$ cat src/rtl/core/lstp_pkg.sv
// Shared types, constants and arithmetic helpers for the lidar scan-to-point block.
// Used by every module under rtl/core; depends on nothing.
package lstp_pkg;

  localparam int SCAN_SAMPLES = 2048;
  localparam int CORDIC_STEPS = 16;
  localparam int CORDIC_LAT = CORDIC_STEPS + 1;
  localparam int IDX_W = 11;
  localparam int RANGE_W = 16;
  localparam int PT_W = 25;
  localparam int NUM_ATT = 3;

  localparam logic signed [63:0] PHASE_MUL = 64'sd42722830;
  localparam logic signed [23:0] HEIGHT_GATE = 24'sd500;
  localparam logic signed [63:0] OUT_MAX = 64'sd16777215;
  localparam logic signed [63:0] OUT_MIN = -64'sd16777216;

  typedef logic signed [33:0] cw_t;
  typedef logic signed [31:0] trig_t;

  localparam cw_t CORDIC_X0 = 34'sd652032874;
  localparam cw_t ATAN_TURNS [CORDIC_STEPS] = '{
    34'sd536870912, 34'sd316933406, 34'sd167458907, 34'sd85004756,
    34'sd42667331, 34'sd21354465, 34'sd10679838, 34'sd5340245,
    34'sd2670163, 34'sd1335087, 34'sd667544, 34'sd333772,
    34'sd166886, 34'sd83443, 34'sd41722, 34'sd20861
  };

  typedef enum logic [2:0] {
    REG_START_ANGLE = 3'd0,
    REG_ANGLE_STEP  = 3'd1,
    REG_ROLL        = 3'd2,
    REG_PITCH       = 3'd3,
    REG_YAW         = 3'd4,
    REG_POS_X       = 3'd5,
    REG_POS_Y       = 3'd6,
    REG_POS_Z       = 3'd7
  } reg_idx_t;

  typedef struct packed {
    logic signed [22:0] start_angle;
    logic [15:0]        angle_step;
    logic signed [15:0] roll_angle;
    logic signed [15:0] pitch_angle;
    logic signed [15:0] yaw_angle;
    logic signed [23:0] pos_x;
    logic signed [23:0] pos_y;
    logic signed [23:0] pos_z;
  } cfg_t;

  function automatic logic signed [63:0] rnd(input logic signed [63:0] v, input int s);
    return (v + (64'sd1 <<< (s - 1))) >>> s;
  endfunction

  function automatic logic signed [PT_W-1:0] sat_pt(input logic signed [63:0] v);
    logic signed [PT_W-1:0] r;
    if (v > OUT_MAX) begin
      r = PT_W'(OUT_MAX);
    end else if (v < OUT_MIN) begin
      r = PT_W'(OUT_MIN);
    end else begin
      r = PT_W'(v);
    end
    return r;
  endfunction

endpackage

$ cat src/rtl/core/lstp_cordic.sv
// Pipelined rotation-mode CORDIC: one quadrant fold stage, then one stage per step.
// Produces sine and cosine in Q2.30 from a 32-bit phase. Depends on lstp_pkg.
module lstp_cordic (
  input  logic                 clk,
  input  logic                 ce,
  input  logic [31:0]          phase,
  output lstp_pkg::trig_t      sin_o,
  output lstp_pkg::trig_t      cos_o
);

  lstp_pkg::cw_t x_r [lstp_pkg::CORDIC_LAT];
  lstp_pkg::cw_t y_r [lstp_pkg::CORDIC_LAT];
  lstp_pkg::cw_t z_r [lstp_pkg::CORDIC_LAT];
  logic          neg_r [lstp_pkg::CORDIC_LAT];
  lstp_pkg::cw_t z0;
  lstp_pkg::cw_t zf_nxt;
  logic          neg_nxt;

  assign z0 = 34'($signed(phase));

  always_comb begin
    if (z0 > 34'sd1073741824) begin
      zf_nxt  = z0 - 34'sd2147483648;
      neg_nxt = 1'b1;
    end else if (z0 < -34'sd1073741824) begin
      zf_nxt  = z0 + 34'sd2147483648;
      neg_nxt = 1'b1;
    end else begin
      zf_nxt  = z0;
      neg_nxt = 1'b0;
    end
  end

  always_ff @(posedge clk) begin
    if (ce) begin
      x_r[0]   <= lstp_pkg::CORDIC_X0;
      y_r[0]   <= '0;
      z_r[0]   <= zf_nxt;
      neg_r[0] <= neg_nxt;
    end
  end

  for (genvar i = 0; i < lstp_pkg::CORDIC_STEPS; i++) begin : g_step
    lstp_pkg::cw_t dx, dy;
    assign dx = y_r[i] >>> i;
    assign dy = x_r[i] >>> i;
    always_ff @(posedge clk) begin
      if (ce) begin
        neg_r[i+1] <= neg_r[i];
        if (!z_r[i][33]) begin
          x_r[i+1] <= x_r[i] - dx;
          y_r[i+1] <= y_r[i] + dy;
          z_r[i+1] <= z_r[i] - lstp_pkg::ATAN_TURNS[i];
        end else begin
          x_r[i+1] <= x_r[i] + dx;
          y_r[i+1] <= y_r[i] - dy;
          z_r[i+1] <= z_r[i] + lstp_pkg::ATAN_TURNS[i];
        end
      end
    end
  end

  assign sin_o = neg_r[lstp_pkg::CORDIC_STEPS] ? 32'(-y_r[lstp_pkg::CORDIC_STEPS])
                                               : 32'(y_r[lstp_pkg::CORDIC_STEPS]);
  assign cos_o = neg_r[lstp_pkg::CORDIC_STEPS] ? 32'(-x_r[lstp_pkg::CORDIC_STEPS])
                                               : 32'(x_r[lstp_pkg::CORDIC_STEPS]);

endmodule

$ cat config.mk
export PLATFORM = sky130hd
export DESIGN_NAME = lstp_cordic
export DESIGN_NICKNAME = d
export VERILOG_FILES = /design/src/rtl/core/lstp_pkg.sv /design/src/rtl/core/lstp_cordic.sv
export SDC_FILE = /design/constraint.sdc
export NUM_CORES = 2
export LEC_CHECK = 0
export BUFFER_PORTS_ARGS = -buffer_cell sky130_fd_sc_hd__buf_2
export CAP_MARGIN = 20
export CORE_MARGIN = 4
export CORE_UTILIZATION = 26
export CTS_CLUSTER_SIZE = 8
export DETAILED_ROUTE_END_ITERATION = 12
export GPL_TIMING_DRIVEN = 0
export SLEW_MARGIN = 20
export SYNTH_ARGS = -nofsm -noshare
export SYNTH_HDL_FRONTEND = slang
export SYNTH_SLANG_ARGS = --single-unit
$ cat constraint.sdc
create_clock -name clk -period 6 [get_ports clk]
set_input_delay 0 -clock clk [delete_from_list [all_inputs] [get_ports clk]]
set_output_delay 0 -clock clk [all_outputs]
set_load 0.005 [all_outputs]
==> results by group <==
Worst setup path
  – Setup slack, reg-to-reg: 280 ps
  – Critical path's top delay family: compound AO/OA/AOI/OAI gates
  – R2R cell count: 18
  – Worst Path Arrival: 6360 ps
  – CP Depth: 18
  – WP buf/inv: 3
  – CP Launch Point: z_r[12][33]$_DFFE_PP_
  – Type of origin of the critical path: flip-flop
  – Kind of critical path: flip-flop to flip-flop
  – CP cell instances: nand2_1 -> inv_1 -> clkbuf_1 -> clkbuf_1 -> nor2_1 -> xnor2_1 -> ha_1 -> nor2b_1 -> o21a_1 -> o21ai_1 -> a21oi_1 -> a31oi_1 -> o41a_1 -> o21ai_1 -> and3_1 -> o41a_1 -> a221oi_1 -> xnor2_1
  – CP endpoint: y_r[13][32]$_DFFE_PP_
  – Slowest CP cell: clkbuf_1
  – R2R Path Start: z_r[12][33]$_DFFE_PP_
  – Crit Path Max Fanout: 10
  – Crit-path max cell delay: 650 ps
  – CP endpoint kind: flip-flop
  – Critical path data required time: 6640 ps
  – R2R Path End: y_r[13][32]$_DFFE_PP_

Clocking
  – CTS sink count: 1,517
  – Root Buffer: clkbuf_16
  – CTS tree: done
  – Inserted Clock Buffers: 219
  – CTS H-tree lvls: 4
  – Post-CTS Repair Setup Buffers: 0
  – Clock Latency Late Sink: 890 ps
  – Clock Path Buffers: 4
  – Worst-path clk slew: 50 ps

Global routing
  – Remaining Overflow, GRT: 0
  – Vias in the first global route: 93.9k
  – Largest net degree at the start of global routing: 61
  – GRT Util Overall: 0.123
  – First-pass GRT wire length: 504,000 um
  – Initial antenna violation count: 4

STA
  – Tmin final: 5720 ps
  – Worst Tran Pin Value: 1100 ps
  – Slew Limit Headroom: 0.261
  – Setup slack after layout: 275 ps
  – Hold Fails Final Rpt: 0
  – Final setup viols: 0
  – Final period utilization: 0.954
  – Max-slew violation count: 0
  – RSZ-0062 raised after global routing: no
  – Setup Skew: 97.8 ps
  – Maximum clock frequency: 0.175 GHz

Synthesis
  – Synthesis-stage register bit count: 1,517
  – Area share of the largest cell type after synthesis: 0.362
  – Synth Warn #: 0
  – Syn_nets: 14.4k
  – Primary FF master, synth: edfxtp_1
  – Mapped Avg Cell Area: 9.71 um^2
  – Netlist cell types: 96
  – Post-Synthesis Cell Area: 126,000 um^2
  – Register area share after synthesis: 0.362
  – Post-synth ARST share: 0
  – EDFF count, synth: 1,517
  – Top post-synthesis cells by area: edfxtp_1 36%, ha_1 14%, xnor2_1 9.0%, a21oi_1 5.3%, a21o_1 4.3%
  – Area leader, netlist: edfxtp_1
  – Post-Synthesis Cells: 13.0k

Floorplanning
  – # rows: 255
  – Die width: 704 um
  – Core box area: 482,000 um^2
  – Die Area: 495,000 um^2
  – Die Y: 704 um
  – I/O pin total: 98
  – Initial Util: 0.261

Drt
  – Drt initial violations: 4,980
  – Pre-antenna DRT Iters: 6
  – Vias per inst: 4.84
  – DRC Markers: 0
  – Final wirelength: 315,000 um
  – Total number of vias: 96.0k
  – Wirelength per Cell: 15.9 um
  – Final ANT Viol Nets: 0

Placement
  – DP Area: 135,000 um^2
  – Setup WS pre-CTS: -1390 ps
  – RD Place Congestion: 0.923
  – Port Buffers: 97
  – Post-DP HPWL: 255,000 um

Layout
  – Proportion of layout cells with a drive suffix above 1: 0.0425
  – Layout area overhead: 12.6%
  – Final Net Count: 14.9k
  – Filler cell count: 50.3k
  – Post-Route Utilization: 0.294
  – Fin area: 142,000 um^2

Run
  – Max-Cap Viols: 0

Worst hold path
  – Worst hold path class: input pin to flip-flop

Status
  – Run status: completed
-- sequential cells by signal, summed over array words and instances (netlist names) --
| signal | cells |
|---|---|
| neg_r | 17 |
| z_r | 509 |
| x_r | 482 |
| y_r | 509 |
-- cell type report --
| type | instances | area [um^2] | area share |
|---|---|---|---|
| antenna | 4 | 10.0 | 0.0000706 |
| buffer | 200 | 872 | 0.00615 |
| clock buffer | 236 | 5610 | 0.0395 |
| sequential | 1517 | 45600 | 0.321 |
| inverter | 553 | 2080 | 0.0146 |
| clock inverter | 13 | 123 | 0.000865 |
| tap | 6425 | 8040 | 0.0567 |
| timing repair buffer | 198 | 1980 | 0.0140 |
| multi-input combinational | 10695 | 77500 | 0.547 |
-- layout by cell type, fill, tap and decap left out, types with 88 or more instances in the layout --
master     count
a211oi_1     108
a21o_1       718
a21oi_1     1336
a31oi_1      122
and3_1       138
buf_2        102
clkbuf_1     147
clkbuf_16    222
edfxtp_1    1517
ha_1        1393
inv_1        541
nand2_1      677
nand2b_1     225
nand3_1      209
nand4_1       92
nor2_1       989
nor2b_1      190
nor3_1       283
nor4_1        88
o21a_1       188
o21ai_0      564
o21ai_1      120
o21bai_1     166
o31ai_1      146
or3_1         98
xnor2_1     1294
xor2_1       604
-- synthesized netlist by cell type (all sizes together), types with 146 or more instances --
| master | count |
|---|---|
| edfxtp | 1517 |
| o21ai | 684 |
| nand3 | 209 |
| nor3 | 284 |
| inv | 549 |
| o31ai | 146 |
| nand2b | 225 |
| o21a | 188 |
| a21oi | 1336 |
| nor2 | 989 |
| clkbuf | 170 |
| a21o | 718 |
| nand2 | 679 |
| xor2 | 604 |
| o21bai | 166 |
| nor2b | 190 |
| ha | 1393 |
| xnor2 | 1295 |
-- worst min-delay path, cell delays in order --
cell	delay, ps
buf_4	160
nand2_1	220
o41a_1	250
xnor2_1	180
xnor2_1	150
-- layer usage --
| layer | GRT usage | part of all wire |
|---|---|---|
| met5 | 0 | 0 |
| met4 | 0.0613 | 0.054 |
| met3 | 0.0139 | 0.031 |
| met2 | 0.224 | 0.50 |
| met1 | 0.141 | 0.42 |
-- what timing repair did --
item | 4_1_cts | 5_1_grt
resized for setup | 3 | 15
endpoints found under the setup margin | 5 | 23
hold buffers | 67 | 0
endpoints found under the hold margin | 84 | 0
-- metrics by stage --
step                hold WS, ps  cells  TNS (ps)
finish                      198  19841         0
global route                144  19841         0
global placement            195  19488  -5301300
CTS                         154  19838         0
floorplan                  98.9  12966         0
detailed placement          204  19522    -50680
-- worst min path at each step --
stage	endpoint	startpoint	slack, ps	depth (start not counted)
final	x_r[3][12]$_DFFE_PP_	ce	200	5
after global routing	x_r[3][12]$_DFFE_PP_	ce	140	5
after CTS	x_r[3][12]$_DFFE_PP_	ce	150	5
after detailed placement	z_r[0][4]$_DFFE_PP_	phase[4]	200	1
after global placement	z_r[0][4]$_DFFE_PP_	phase[4]	200	1
after floorplan	z_r[0][0]$_DFFE_PP_	phase[0]	100	0
-- cell families after synthesis --
logic type | count (synthesis) | synth area share
AO/OA/AOI/OAI | 3992 | 0.202
flip-flops | 1517 | 0.362
multiplexers | 119 | 0.0101
AND/OR/NAND/NOR | 3244 | 0.125
buffers and inverters | 754 | 0.0226
XOR/XNOR | 1901 | 0.133
adder cells (fa/ha/maj) | 1439 | 0.146
Power is not shown: default switching activity piles up to over one toggle a cycle in this logic, so the estimate is an artifact.
