==> src/rtl/core/lstp_pkg.sv <==
// Shared types, constants and arithmetic helpers for the lidar scan-to-point block.
// Used by every module under rtl/core; depends on nothing.
package lstp_pkg;

  localparam int SCAN_SAMPLES = 2048;
  localparam int CORDIC_STEPS = 16;
  localparam int CORDIC_LAT = CORDIC_STEPS + 1;
  localparam int IDX_W = 11;
  localparam int RANGE_W = 16;
  localparam int PT_W = 25;
  localparam int NUM_ATT = 3;

  localparam logic signed [63:0] PHASE_MUL = 64'sd42722830;
  localparam logic signed [23:0] HEIGHT_GATE = 24'sd500;
  localparam logic signed [63:0] OUT_MAX = 64'sd16777215;
  localparam logic signed [63:0] OUT_MIN = -64'sd16777216;

  typedef logic signed [33:0] cw_t;
  typedef logic signed [31:0] trig_t;

  localparam cw_t CORDIC_X0 = 34'sd652032874;
  localparam cw_t ATAN_TURNS [CORDIC_STEPS] = '{
    34'sd536870912, 34'sd316933406, 34'sd167458907, 34'sd85004756,
    34'sd42667331, 34'sd21354465, 34'sd10679838, 34'sd5340245,
    34'sd2670163, 34'sd1335087, 34'sd667544, 34'sd333772,
    34'sd166886, 34'sd83443, 34'sd41722, 34'sd20861
  };

  typedef enum logic [2:0] {
    REG_START_ANGLE = 3'd0,
    REG_ANGLE_STEP  = 3'd1,
    REG_ROLL        = 3'd2,
    REG_PITCH       = 3'd3,
    REG_YAW         = 3'd4,
    REG_POS_X       = 3'd5,
    REG_POS_Y       = 3'd6,
    REG_POS_Z       = 3'd7
  } reg_idx_t;

  typedef struct packed {
    logic signed [22:0] start_angle;
    logic [15:0]        angle_step;
    logic signed [15:0] roll_angle;
    logic signed [15:0] pitch_angle;
    logic signed [15:0] yaw_angle;
    logic signed [23:0] pos_x;
    logic signed [23:0] pos_y;
    logic signed [23:0] pos_z;
  } cfg_t;

  function automatic logic signed [63:0] rnd(input logic signed [63:0] v, input int s);
    return (v + (64'sd1 <<< (s - 1))) >>> s;
  endfunction

  function automatic logic signed [PT_W-1:0] sat_pt(input logic signed [63:0] v);
    logic signed [PT_W-1:0] r;
    if (v > OUT_MAX) begin
      r = PT_W'(OUT_MAX);
    end else if (v < OUT_MIN) begin
      r = PT_W'(OUT_MIN);
    end else begin
      r = PT_W'(v);
    end
    return r;
  endfunction

endpackage

==> src/rtl/core/lstp_front.sv <==
// Front end: beam angle from the sample index, validity gate, and phase conversion
// of the beam and attitude angles over two register stages. Depends on lstp_pkg.
module lstp_front (
  input  logic                              clk,
  input  logic                              rst_n,
  input  logic                              ce,
  input  logic                              in_valid,
  input  logic [lstp_pkg::IDX_W-1:0]        sample_index,
  input  logic [lstp_pkg::RANGE_W-1:0]      range_mm,
  input  lstp_pkg::cfg_t                    cfg,
  output logic                              occ,
  output logic                              pv,
  output logic [lstp_pkg::RANGE_W-1:0]      range_o,
  output logic [31:0]                       ph_beam,
  output logic [31:0]                       ph_att [lstp_pkg::NUM_ATT]
);

  logic [26:0]                   step_prod;
  logic signed [28:0]            a_nxt;
  logic                          pv_nxt;
  logic signed [28:0]            a_r;
  logic                          occ1_r, pv1_r, occ2_r, pv2_r;
  logic [lstp_pkg::RANGE_W-1:0]  d1_r, d2_r;
  logic signed [63:0]            pb;
  logic signed [63:0]            pa [lstp_pkg::NUM_ATT];
  logic [31:0]                   phb_r;
  logic [31:0]                   pha_r [lstp_pkg::NUM_ATT];

  assign step_prod = 27'(sample_index) * 27'(cfg.angle_step);
  assign a_nxt = 29'(cfg.start_angle) + $signed({2'b00, step_prod});
  assign pv_nxt = !a_nxt[28] && (cfg.pos_z > lstp_pkg::HEIGHT_GATE) &&
                  (17'(sample_index) < 17'(lstp_pkg::SCAN_SAMPLES));

  assign pb = 64'(a_r) * lstp_pkg::PHASE_MUL;
  assign pa[0] = 64'(cfg.roll_angle) * lstp_pkg::PHASE_MUL;
  assign pa[1] = 64'(cfg.pitch_angle) * lstp_pkg::PHASE_MUL;
  assign pa[2] = 64'(cfg.yaw_angle) * lstp_pkg::PHASE_MUL;

  always_ff @(posedge clk) begin
    if (!rst_n) begin
      occ1_r <= 1'b0;
      occ2_r <= 1'b0;
    end else if (ce) begin
      occ1_r <= in_valid;
      occ2_r <= occ1_r;
    end
  end

  always_ff @(posedge clk) begin
    if (ce) begin
      a_r   <= a_nxt;
      pv1_r <= pv_nxt;
      d1_r  <= range_mm;
      pv2_r <= pv1_r;
      d2_r  <= d1_r;
      phb_r <= pb[47:16];
      for (int i = 0; i < lstp_pkg::NUM_ATT; i++) begin
        pha_r[i] <= pa[i][40:9];
      end
    end
  end

  assign occ = occ2_r;
  assign pv = pv2_r;
  assign range_o = d2_r;
  assign ph_beam = phb_r;
  assign ph_att = pha_r;

endmodule

==> config.mk <==
export PLATFORM = sky130hd
export DESIGN_NAME = lstp_front
export DESIGN_NICKNAME = d
export VERILOG_FILES = /design/src/rtl/core/lstp_pkg.sv /design/src/rtl/core/lstp_front.sv
export SDC_FILE = /design/constraint.sdc
export NUM_CORES = 2
export LEC_CHECK = 0
export BUFFER_PORTS_ARGS = -buffer_cell sky130_fd_sc_hd__buf_2
export CORE_MARGIN = 2
export CORE_UTILIZATION = 64
export DETAILED_ROUTE_END_ITERATION = 12
export GPL_TIMING_DRIVEN = 0
export PLACE_DENSITY = 0.9
export SLEW_MARGIN = 10
export SYNTH_ARGS = -nofsm -noshare
export SYNTH_HDL_FRONTEND = slang
export SYNTH_SLANG_ARGS = --single-unit
==> constraint.sdc <==
create_clock -name clk -period 8.3 [get_ports clk]
set_clock_uncertainty 0.2 [all_clocks]
set_input_delay 0.415 -clock clk [delete_from_list [all_inputs] [get_ports clk]]
set_output_delay 0.415 -clock clk [all_outputs]
set_load 0.005 [all_outputs]
==> impl_metrics.tcl <==
set metrics [dict create \
    routed-via-count 30190 \
    cts_tree "done" \
    depth_of_the_worst_hold_timing_path 2 \
    fin_util_pct 69.95 \
    cell_with_the_most_instances_after_synthesis "sky130_fd_sc_hd__inv_1" \
    layout_worst_path_cycle_share_pct 93.40 \
    drive_above_1_share_pct 8.178 \
    ff2ff_setup_slack_ns 0.81 \
    synth_edf_count 191 \
    die_w_um 265.0 \
    crit-reg2reg-capture "ph_beam[31]" \
    cts_buffer_depth 2 \
    grt_pass1_vias 33010 \
    floorplan.core_area_um2 67280 \
    place_congestion 0.9889 \
    initial_utilization_pct 64.79 \
    clock_latency_ns 0.53 \
    antenna_found_initial 26 \
    reg2reg_depth 21 \
    wl_per_cell_um 18.53 \
    design.die.area_um2 70220 \
    timing_max_transition_violations_final 0 \
    run_status "completed" \
    max_slew.worst_pin.slew_ns 0.9019 \
    rsz0062_at_grt "false" \
    pre_cts_ws_ns -0.1783 \
    critical_path.reg2reg.startpoint "a_r[18]" \
    timing.critical_path.from_type "input pin" \
    postSynthNetCount 6015 \
    synth_top_cells_by_area "sky130_fd_sc_hd__fa_1 (35%), sky130_fd_sc_hd__ha_1 (24%), sky130_fd_sc_hd__edfxtp_1 (13%)" \
    synthFlopType "sky130_fd_sc_hd__edfxtp_1" \
    data_required_critical_path_ns 8.36 \
    vias_per_cell 5.556 \
    mappedNetlistArea_um2 43590 \
    overflow 0 \
    hold_class "in2reg" \
    post-cts-setup-buffers 0 \
    cts.clk_slew.worst_paths_ns 0.09 \
    worstHoldEndpoint "a_r[1]" \
    critical_path_class "in2reg" \
    placement_stage_cell_area_um2 46210 \
    yosysTopAreaCell "sky130_fd_sc_hd__fa_1" \
    cts_root_buffer "sky130_fd_sc_hd__clkbuf_16" \
    yosysSeqAreaShare_pct 13.25 \
    max_freq_ghz 0.1290 \
    track_usage_pct 30.32 \
    detailedRoute.firstIterationViolations 1881 \
    yosys_register_bits 193 \
    num-nets-final 6338 \
    cp.arrival_ns 7.81 \
    numClockSinks 193 \
    post_layout_nonfiller_instances 5433 \
    setup.worst_path.end_class "flop" \
    drc_errors_left 0 \
    min_period_ns 7.752 \
    cts_made_buffers 17 \
    die_height_um 265.0 \
    finalInstanceArea_um2 47060 \
    startpoint "sample_index[7]" \
    synth_warnings 0 \
    setup_viol 0 \
    routed_wl_mm 100.7 \
    synthesis.instances 4213 \
    h-tree-depth 4 \
    synthArstFlopShare_pct 0 \
    hpwlAfterDp_mm 87.15 \
    ys_top_cells_by_count "sky130_fd_sc_hd__inv_1 (1253), sky130_fd_sc_hd__ha_1 (849), sky130_fd_sc_hd__fa_1 (763)" \
    placementRows 95 \
    ant_nets 0 \
    synth.avg_cell_area_um2 10.35 \
    distinct_cells_synth 79 \
    area_growth_syn_to_layout_pct 7.959 \
    placement.io_buffers 287 \
    timing.max_slew.rel_slack_pct 39.24 \
    ioPinCount 336 \
    max_cap_violations 0 \
    finalHoldViolations 0 \
    post-place-cells 5376 \
    first_pass_grt_wire_length_mm 165.7 \
    grt_max_degree 103 \
    critical_path.max_fanout 10 \
    setup_ws_ns 0.5476 \
    detailedRoute.firstPassIterationCount 5 \
    synth_top_area_share_pct 35.04 \
    worstHoldStart "cfg[137]" \
]
[registers in the layout (all words and copies together) (netlist names)]
signal   cells
a_r         29
d1_r        16
occ          1
occ1_r       1
ph_att      96
ph_beam     32
pv           1
pv1_r        1
range_o     16
[metal layers]
layer / GRT usage, % / share of wire (%) / wire length, µm
met1: 37.79 / 39 / 39180
met2: 52.00 / 50 / 50440
met3: 5.852 / 6.9 / 6952
met4: 12.37 / 4.0 / 3982
met5: 0 / 0.13 / 126
[what timing repair did]
item	CTS	global route
hold buffers	20	0
endpoints found under the setup margin	0	3
resized for setup	0	2
hold endpoints to repair	20	0
[worst max path at each step]
stage	to	cells past startpoint	slack, ns
CTS	pv1_r	28	0.36
detailed placement	pv1_r	28	-0.18
global placement	pv1_r	28	-0.05
finish	pv1_r	28	0.55
floorplan	a_r[27]	27	1.05
global route	pv1_r	28	0.01
[area by class of cell]
type | count | area (µm²)
inverters | 1253 | 4703
repair buffers | 310 | 1729
flip-flops and latches | 193 | 5776
fillers | 4732 | 20220
well taps | 873 | 1092
clock inverters | 15 | 216.5
diodes | 11 | 27.53
multi-input cells | 2734 | 32990
clock buffers | 17 | 425.4
plain buffers | 27 | 106.4
[through the flow]
| stage | hold slack, ns | TNS (ns) |
|---|---|---|
| 5_1_grt | 0.06897 | 0 |
| 6_report | 0.06008 | 0 |
| 3_3_place_gp | 0.2003 | -0.04517 |
| 3_5_place_dp | 0.2054 | -0.2376 |
| 2_1_floorplan | 0.2003 | 0 |
| 4_1_cts | 0.03257 | 0 |
[cells by family after synthesis]
group	count (synthesis)	synth area share, %
adders and majority gates	1612	59.41
AOI/OAI and AO/OA	411	6.498
DFF	193	13.25
buffers and inverters	1286	11.08
xor gates and xnor gates	181	3.637
muxes	8	0.1980
and+or+nand+nor	522	5.927
[cells in the final DEF, fill, tap and decap left out, drive strengths merged, types with 9 or more instances in the layout]
cell type    Yosys  layout
inv           1253    1261
ha             849     849
fa             763     763
buf              3     293
edfxtp         191     191
nand2          156     156
xnor2          129     129
a21oi          121     121
nor2           107     107
and2            87      87
a21o            76      76
o21ai           58      58
xor2            52      52
clkbuf          30      41
nor3            36      36
o21a            30      30
nand3           22      22
nand2b          21      21
dlygate4sd3      0      20
or2             19      19
nor2b           18      18
nand4           18      18
a211oi          17      17
a31oi           16      16
o21bai          12      12
o31ai           12      12
diode            0      11
a21boi          10      10
nor4             9       9
a2111oi          9       9
[critical path: stages]
cell and delay, ns:
sky130_fd_sc_hd__buf_2 0.18, sky130_fd_sc_hd__clkbuf_1 0.47, sky130_fd_sc_hd__nand2_1 0.13, sky130_fd_sc_hd__fa_1 0.42, sky130_fd_sc_hd__fa_1 0.47, sky130_fd_sc_hd__fa_1 0.54, sky130_fd_sc_hd__inv_1 0.05, sky130_fd_sc_hd__fa_1 0.48
sky130_fd_sc_hd__inv_1 0.05, sky130_fd_sc_hd__fa_1 0.47, sky130_fd_sc_hd__inv_1 0.04, sky130_fd_sc_hd__ha_1 0.32, sky130_fd_sc_hd__nand3_1 0.09, sky130_fd_sc_hd__nor3_1 0.06, sky130_fd_sc_hd__o41a_1 0.44, sky130_fd_sc_hd__o41ai_2 0.41
sky130_fd_sc_hd__nand2b_1 0.10, sky130_fd_sc_hd__a21oi_1 0.19, sky130_fd_sc_hd__xnor2_1 0.10, sky130_fd_sc_hd__ha_1 0.37, sky130_fd_sc_hd__and3_1 0.23, sky130_fd_sc_hd__nand4_1 0.16, sky130_fd_sc_hd__a2111oi_2 0.45, sky130_fd_sc_hd__o311ai_1 0.25
sky130_fd_sc_hd__a31oi_1 0.36, sky130_fd_sc_hd__o41ai_2 0.12, sky130_fd_sc_hd__xnor2_1 0.32, sky130_fd_sc_hd__nor3_1 0.11
Power is not shown: default switching activity piles up to over one toggle a cycle in this logic, so the estimate is an artifact.
