**src/rtl/core/lstp_pkg.sv**
```systemverilog
// Shared types, constants and arithmetic helpers for the lidar scan-to-point block.
// Used by every module under rtl/core; depends on nothing.
package lstp_pkg;

  localparam int SCAN_SAMPLES = 2048;
  localparam int CORDIC_STEPS = 16;
  localparam int CORDIC_LAT = CORDIC_STEPS + 1;
  localparam int IDX_W = 11;
  localparam int RANGE_W = 16;
  localparam int PT_W = 25;
  localparam int NUM_ATT = 3;

  localparam logic signed [63:0] PHASE_MUL = 64'sd42722830;
  localparam logic signed [23:0] HEIGHT_GATE = 24'sd500;
  localparam logic signed [63:0] OUT_MAX = 64'sd16777215;
  localparam logic signed [63:0] OUT_MIN = -64'sd16777216;

  typedef logic signed [33:0] cw_t;
  typedef logic signed [31:0] trig_t;

  localparam cw_t CORDIC_X0 = 34'sd652032874;
  localparam cw_t ATAN_TURNS [CORDIC_STEPS] = '{
    34'sd536870912, 34'sd316933406, 34'sd167458907, 34'sd85004756,
    34'sd42667331, 34'sd21354465, 34'sd10679838, 34'sd5340245,
    34'sd2670163, 34'sd1335087, 34'sd667544, 34'sd333772,
    34'sd166886, 34'sd83443, 34'sd41722, 34'sd20861
  };

  typedef enum logic [2:0] {
    REG_START_ANGLE = 3'd0,
    REG_ANGLE_STEP  = 3'd1,
    REG_ROLL        = 3'd2,
    REG_PITCH       = 3'd3,
    REG_YAW         = 3'd4,
    REG_POS_X       = 3'd5,
    REG_POS_Y       = 3'd6,
    REG_POS_Z       = 3'd7
  } reg_idx_t;

  typedef struct packed {
    logic signed [22:0] start_angle;
    logic [15:0]        angle_step;
    logic signed [15:0] roll_angle;
    logic signed [15:0] pitch_angle;
    logic signed [15:0] yaw_angle;
    logic signed [23:0] pos_x;
    logic signed [23:0] pos_y;
    logic signed [23:0] pos_z;
  } cfg_t;

  function automatic logic signed [63:0] rnd(input logic signed [63:0] v, input int s);
    return (v + (64'sd1 <<< (s - 1))) >>> s;
  endfunction

  function automatic logic signed [PT_W-1:0] sat_pt(input logic signed [63:0] v);
    logic signed [PT_W-1:0] r;
    if (v > OUT_MAX) begin
      r = PT_W'(OUT_MAX);
    end else if (v < OUT_MIN) begin
      r = PT_W'(OUT_MIN);
    end else begin
      r = PT_W'(v);
    end
    return r;
  endfunction

endpackage

```
**src/rtl/core/lstp_cfg_regs.sv**
```systemverilog
// Configuration register file behind the APB-style port.
// Depends on lstp_pkg for the register map and the configuration struct.
module lstp_cfg_regs (
  input  logic                clk,
  input  logic                rst_n,
  input  logic                cfg_psel,
  input  logic                cfg_penable,
  input  logic                cfg_pwrite,
  input  logic [4:0]          cfg_paddr,
  input  logic [31:0]         cfg_pwdata,
  output logic [31:0]         cfg_prdata,
  output logic                cfg_pready,
  output lstp_pkg::cfg_t      cfg
);

  lstp_pkg::cfg_t   regs_r;
  lstp_pkg::reg_idx_t sel;
  logic             wr_en;

  assign sel = lstp_pkg::reg_idx_t'(cfg_paddr[4:2]);
  assign cfg_pready = 1'b1;
  assign wr_en = cfg_psel & cfg_penable & cfg_pwrite & cfg_pready;
  assign cfg = regs_r;

  always_ff @(posedge clk) begin
    if (!rst_n) begin
      regs_r.start_angle <= '0;
      regs_r.angle_step  <= 16'd4565;
      regs_r.roll_angle  <= '0;
      regs_r.pitch_angle <= '0;
      regs_r.yaw_angle   <= '0;
      regs_r.pos_x       <= '0;
      regs_r.pos_y       <= '0;
      regs_r.pos_z       <= '0;
    end else if (wr_en) begin
      unique case (sel)
        lstp_pkg::REG_START_ANGLE: regs_r.start_angle <= cfg_pwdata[22:0];
        lstp_pkg::REG_ANGLE_STEP:  regs_r.angle_step  <= cfg_pwdata[15:0];
        lstp_pkg::REG_ROLL:        regs_r.roll_angle  <= cfg_pwdata[15:0];
        lstp_pkg::REG_PITCH:       regs_r.pitch_angle <= cfg_pwdata[15:0];
        lstp_pkg::REG_YAW:         regs_r.yaw_angle   <= cfg_pwdata[15:0];
        lstp_pkg::REG_POS_X:       regs_r.pos_x       <= cfg_pwdata[23:0];
        lstp_pkg::REG_POS_Y:       regs_r.pos_y       <= cfg_pwdata[23:0];
        lstp_pkg::REG_POS_Z:       regs_r.pos_z       <= cfg_pwdata[23:0];
      endcase
    end
  end

  always_comb begin
    unique case (sel)
      lstp_pkg::REG_START_ANGLE: cfg_prdata = {9'd0, regs_r.start_angle};
      lstp_pkg::REG_ANGLE_STEP:  cfg_prdata = {16'd0, regs_r.angle_step};
      lstp_pkg::REG_ROLL:        cfg_prdata = {16'd0, regs_r.roll_angle};
      lstp_pkg::REG_PITCH:       cfg_prdata = {16'd0, regs_r.pitch_angle};
      lstp_pkg::REG_YAW:         cfg_prdata = {16'd0, regs_r.yaw_angle};
      lstp_pkg::REG_POS_X:       cfg_prdata = {8'd0, regs_r.pos_x};
      lstp_pkg::REG_POS_Y:       cfg_prdata = {8'd0, regs_r.pos_y};
      lstp_pkg::REG_POS_Z:       cfg_prdata = {8'd0, regs_r.pos_z};
    endcase
  end

endmodule

```
**config.mk**
```make
export PLATFORM = sky130hd
export DESIGN_NAME = lstp_cfg_regs
export DESIGN_NICKNAME = d
export VERILOG_FILES = /design/src/rtl/core/lstp_pkg.sv /design/src/rtl/core/lstp_cfg_regs.sv
export SDC_FILE = /design/constraint.sdc
export NUM_CORES = 1
export LEC_CHECK = 0
export ABC_AREA = 1
export BUFFER_PORTS_ARGS = -buffer_cell sky130_fd_sc_hd__buf_2
export CAP_MARGIN = 40
export CORE_AREA = 2 2 118 120
export CTS_BUF_LIST = sky130_fd_sc_hd__clkbuf_2 sky130_fd_sc_hd__clkbuf_4 sky130_fd_sc_hd__clkbuf_8
export CTS_CLUSTER_DIAMETER = 50
export CTS_CLUSTER_SIZE = 28
export DETAILED_ROUTE_END_ITERATION = 10
export DIE_AREA = 0 0 120 122
export HOLD_SLACK_MARGIN = 0.12
export PLACE_DENSITY = 0.91
export SLEW_MARGIN = 40
export SYNTH_ARGS = -nofsm -noshare
export SYNTH_HDL_FRONTEND = slang
export SYNTH_SLANG_ARGS = --single-unit
```
**constraint.sdc**
```tcl
create_clock -name clk -period 2.77 [get_ports clk]
set_input_delay 0.6925 -clock clk [delete_from_list [all_inputs] [get_ports clk]]
set_output_delay 0.6925 -clock clk [all_outputs]
set_load 0.02 [all_outputs]
```
==> flow_summary.toml, run 1 <==
[detailed_routing]
wl_per_cell_um = 18.79
drtPass1Iterations = 6
via_count = 8425
drc_errors = 0
avgViaCountPerCell = 5.996
drtIter0Drc = 1233
drt-total-wl_mm = 26.40
ant_nets = 0

[clock_tree]
clock_latency_ps = 470
clock_sinks = 159
h-tree-depth = 4
cts_setup_buffers = 0
ctsHoldBuffers = 0
clk_pin_slew_ps = 80
root_buffer = "clkbuf_8"
cts_tree = "yes"
cts_buffers = 17
clk_path_buf_depth = 2

[timing]
slew_headroom_pct = 59.58
max_freq_mhz = 366.7
rsz0062_at_grt = "false"
tightest_slew_ps = 604.8
slew_viol_final = 0
finalCritPeriodShare_pct = 98.45
setup_viol = 0
tns_ps = 0
hold_violations = 0
clock_skew_ps = 0
finalCriticalPeriod_ps = 2727

[global_routing]
use_met3_pct = 9.363
grt_max_degree = 60
track_usage_pct = 35.46
grt_first_pass_wirelength_mm = 39.88
gr-usage-met2_pct = 50.82
grt.busiest_layer = "met2"
globalRouteOverflowTotal = 0
antenna_found_initial = 0
grt_pass1_vias = 7357
grtUsageMet1_pct = 46.25

[power_and_ir_drop]
seqPwrFrac_pct = 49.8
ir_drop_mv = 0.4058
switching_share_pct = 27.15
powerDensity_mw_per_mm2 = 526.6
p_sw_mw = 1.275
fin_total_pwr_mw = 4.695
p_comb_share_pct = 9.9
power_frac_clock_pct = 40.2
power.leakage_nw = 4.283
p_int_mw = 3.420

[yosys]
synth.yosys.seq_area_share_pct = 42.85
netlist_instances = 1054
async_flop_share_pct = 0
ys_ff_latch = 159
synth_ff_type = "dfxtp_1"
synth_edf_count = 0
netlist.area_leader.share_pct = 42.85
avgSynthCellArea_um2 = 7.048
syn_area_mm2 = 0.007428
yosysMostFrequentCell = "nor2_1"
yosysWarnings = 0
synthTopCellsByCount = "233 x nor2_1, 159 x dfxtp_1, 124 x nand2_1"
synth.distinct_cells = 25
yosysTopAreaCell = "dfxtp_1"
yosys-top-cells-area = "dfxtp_1 43%, nor2_1 12%, nor3_1 8.0%"

[place]
io_buffer_count = 214
place_congestion = 0.9770
placedCellCount = 1373
dp_hpwl_mm = 17.93

[floorplan]
io_pins = 234
core_mm2 = 0.01350
row_count = 43
start_util_pct = 55.01
die_w_um = 120
fp.dieH_um = 122
dieArea_mm2 = 0.01464

[worst_setup_path]
slowest_delay_ps = 270
crit_path_start = "cfg_paddr[3]"
crit_top_cell = "buf_2"
critPathLaunchType = "input pin"
worstPathRequired_ps = 2080
crit_type = "input pin to output pin"
critPathMaxFanout = 19
end_kind = "output pin"
worst_ep_arrival_time_ps = 2030
worst_path_max_delay_cell = "inv_1"
crit_chain = "buf_2 -> inv_2 -> buf_4 -> nand3_2 -> inv_1 -> nand2_1 -> nand4_1 -> buf_2"
r2r_start = "cfg[91]"

[cells_and_area]
antenna_cells = 0
layout-drive-gt1-share_pct = 24.33
syn_to_final_growth_pct = 20.01
fin_cells = 1405
largest_reg_flops = 159
nets = 1254
final_core_util_pct = 66.02

[hold_path]
min_from = "cfg_pwdata[23]"
hold_class = "input pin to register"

[run]
maxCapViolations = 0

[run_status]
status = "complete, no violations"
## path summary, 6_finish.rpt
kind / slack (ps) / to / cells after the start
worst max-delay path: 40 / cfg_prdata[16] / 8
worst max register to register: 2020 / cfg[91] / 2
worst min register to register: 510 / cfg[128] / 2
worst min-delay path: 490 / cfg[47] / 3
## placed cells by master (no fill, tap or decap), types with 22 or more instances in the layout
master | Yosys | layout
buf_2 | 42 | 212
buf_4 | 16 | 22
dfxtp_1 | 159 | 159
nand2_1 | 124 | 124
nand3_1 | 41 | 41
nand4_1 | 72 | 72
nor2_1 | 233 | 232
nor3_1 | 119 | 119
o21ai_0 | 108 | 108
o21ai_1 | 44 | 44
## cells by family after synthesis
group / count (synthesis) / synth area share (%)
simple gates: 607 / 37.98
buf+inv: 134 / 8.826
flops: 159 / 42.85
other cells: 2 / 0.1011
compound gates: 152 / 10.24
## metrics by stage
step,area [µm²],hold WS [ps],worst slack (ps)
after floorplan,7455,554.4,361.4
after global placement,8463,482.2,82.68
after detailed placement,8463,493.8,63.43
after CTS,8897,489.2,37.72
after global routing,8915,508.4,4.624
final,8915,494.6,42.89
## metal layers
metal,routed length [µm],part of all wire [%]
met1,9768,37
met4,1920,7.3
met2,11370,43
met5,0,0
met3,3344,13
## critical path: cells and delay by family
family | cells | cell delay (ps)
simple gates | 3 | 410
buf+inv | 5 | 930
## power by group through the flow
stage | logic, mW | clock network (mW) | registers [mW]
3_5_place_dp | 0.447 | 0 | 2.39
4_1_cts | 0.449 | 1.87 | 2.34
3_3_place_gp | 0.441 | 0 | 2.39
6_report | 0.467 | 1.89 | 2.34
2_1_floorplan | 0.267 | 0 | 2.42
5_1_grt | 0.490 | 1.98 | 2.34
## layout make-up
type                       count  area (µm²)
clock buffer                  18       241.5
inverter                      25       103.9
sequential                   159        3183
tap                          180       225.2
multi-input combinational    768        3623
timing repair buffer         241        1345
fill                        1169        4589
clock inverter                14       192.7
## repair_timing
action | CTS | global route
gates resized for setup | 0 | 4
setup endpoints to repair | 0 | 10
hold endpoints to repair | 0 | 0
(Power assumes the default switching activity.)
==> run 2: changes to the inputs <==
--- a/config.mk
+++ b/config.mk
@@ -15,7 +15,7 @@
 export DETAILED_ROUTE_END_ITERATION = 10
 export DIE_AREA = 0 0 120 122
 export HOLD_SLACK_MARGIN = 0.12
-export PLACE_DENSITY = 0.91
+export PLACE_DENSITY = 0.86
 export SLEW_MARGIN = 40
 export SYNTH_ARGS = -nofsm -noshare
 export SYNTH_HDL_FRONTEND = slang
==> run 2 against run 1 <==
Die area unchanged. Maximum frequency is 0.61% lower. Critical endpoint is now cfg_prdata[9]. Global-route usage increased by 0.14 points. Hold slack better by 6.4 ps.
==> flow_summary.toml, run 2 (synthesis results as in run 1) <==
[run_status]
status = "complete, no violations"

[worst_setup_path]
critPathMaxFanout = 21
rrSetupSlack_ps = 2050
crit_chain = "clkbuf_4 -> buf_4 -> nand4_1 -> nand2_1 -> nor2_1 -> nand3_1 -> buf_2"
worstPathRequired_ps = 2080
slowest_delay_ps = 290
end_kind = "output pin"
worst_path_max_delay_cell = "nor2_1"
crit_family = "simple AND/OR/NAND/NOR gates"
crit_type = "input pin to output pin"
critPathLaunchType = "input pin"
critPathBufInv = 3
worst_ep_arrival_time_ps = 2050

[timing]
finalCritPeriodShare_pct = 99.05
max_freq_mhz = 364.5
slew_viol_final = 0
hold_ws_ps = 500.9
tightest_slew_ps = 582.9
clock_skew_ps = 0
finalCriticalPeriod_ps = 2744
tns_ps = 0
setup_viol = 0
hold_violations = 0
slew_headroom_pct = 61.05
rsz0062_at_grt = "false"

[detailed_routing]
drt-total-wl_mm = 26.35
drtIter0Drc = 1267
ant_nets = 0
met3WireLength_mm = 3.668
wl_met2_mm = 11.49
drtPass1Iterations = 6
via_count = 8332
avgViaCountPerCell = 5.930
drt-met1-wl_mm = 9.837
top_layer_used = "met4"
drc_errors = 0
wl_per_cell_um = 18.75

[floorplan]
row_count = 43
io_pins = 234
core_mm2 = 0.01350
dieArea_mm2 = 0.01464
fp.dieH_um = 122
start_util_pct = 55.01
die_w_um = 120

[power_and_ir_drop]
power.leakage_nw = 4.300
fin_total_pwr_mw = 4.537
powerDensity_mw_per_mm2 = 510.8
ir_drop_mv = 0.2684

[global_routing]
antenna_found_initial = 1
grt_pass1_vias = 7176
grt_first_pass_wirelength_mm = 39.79
globalRouteOverflowTotal = 0
grt_max_degree = 94
track_usage_pct = 35.60

[cells_and_area]
syn_to_final_growth_pct = 19.57
fin_cells = 1405
largest_reg_flops = 159
final_common_cell = "nor2_1"
layout-drive-gt1-share_pct = 24.10
regArea_mm2 = 0.003183
multi_input_area_mm2 = 0.003621
mostFrequentLayoutCells = "233 x nor2_1, 212 x buf_2, 159 x dfxtp_1, 124 x nand2_1, 119 x nor3_1"
fillers = 1177
nets = 1255

[clock_tree]
clk_pin_slew_ps = 80
clock_latency_ps = 460
clk_path_buf_depth = 2
root_buffer = "clkbuf_8"
clock_sinks = 159
cts_resized = 0
ctsHoldBuffers = 0
cts_setup_buffers = 0
cts_buffers = 17
h-tree-depth = 4
cts_tree = "yes"

[run]
maxCapViolations = 0

[hold_path]
hold_class = "register to register"

[place]
dp_hpwl_mm = 17.86
placedCellCount = 1374
io_buffer_count = 214
place_congestion = 0.9491
## run 2: changes by cell type in the layout (fill, tap and decap cells not counted), sizes merged
| cell | previous run | this run |
|---|---|---|
| clkbuf | 19 | 24 |
| clkinvlp | 4 | 0 |
| bufinv | 4 | 2 |
| clkinv | 8 | 6 |
| buf | 240 | 241 |
| diode | 0 | 1 |
| inv | 23 | 24 |
## run 2: metal layers
metal	vias up	global-route usage, %
met3	107	11.38
met5	-	0.6944
met2	632	51.56
li1	3850	-
met4	0	19.26
met1	3743	47.08
## run 2: cell type report
| class | count | area share (%) |
|---|---|---|
| repair buffers | 242 | 15.33 |
| clock buffers | 23 | 3.423 |
| clock inverters | 7 | 0.9579 |
| flip-flops and latches | 159 | 35.84 |
| diodes | 1 | 0.02817 |
| well taps | 180 | 2.536 |
| inverters | 25 | 1.127 |
| multi-input cells | 768 | 40.77 |
## run 2: power by group
group | leakage, nW | switching, mW | internal [mW]
Combinational | 2.81 | 0.352 | 0.120
Clock | 0.208 | 0.825 | 0.899
Sequential | 1.28 | 0.0262 | 2.31
## run 2: worst register-to-register path, delay by kind of cell, from the launching register on
family / cells / cell delay (ps)
AOI/OAI and AO/OA: 1 / 210
DFF: 1 / 340
and+or+nand+nor: 1 / 60
## run 2: worst paths after layout
| kind | startpoint | to | depth (start not counted) |
|---|---|---|---|
| worst max-delay path | cfg_paddr[3] | cfg_prdata[9] | 7 |
| worst min-delay path | cfg[126] | cfg[126] | 2 |
| worst max register to register | cfg[61] | cfg[61] | 2 |
| worst min register to register | cfg[126] | cfg[126] | 2 |
## run 2: metrics by stage
step | util (%) | area, µm² | setup slack [ps]
2_1_floorplan | - | 7455 | 361.4
3_3_place_gp | 62.82 | 8483 | 131.6
3_5_place_dp | 62.86 | 8488 | 104.9
4_1_cts | 65.74 | 8877 | 100.2
5_1_grt | 65.77 | 8882 | 23.01
6_report | 65.77 | 8882 | 26.25
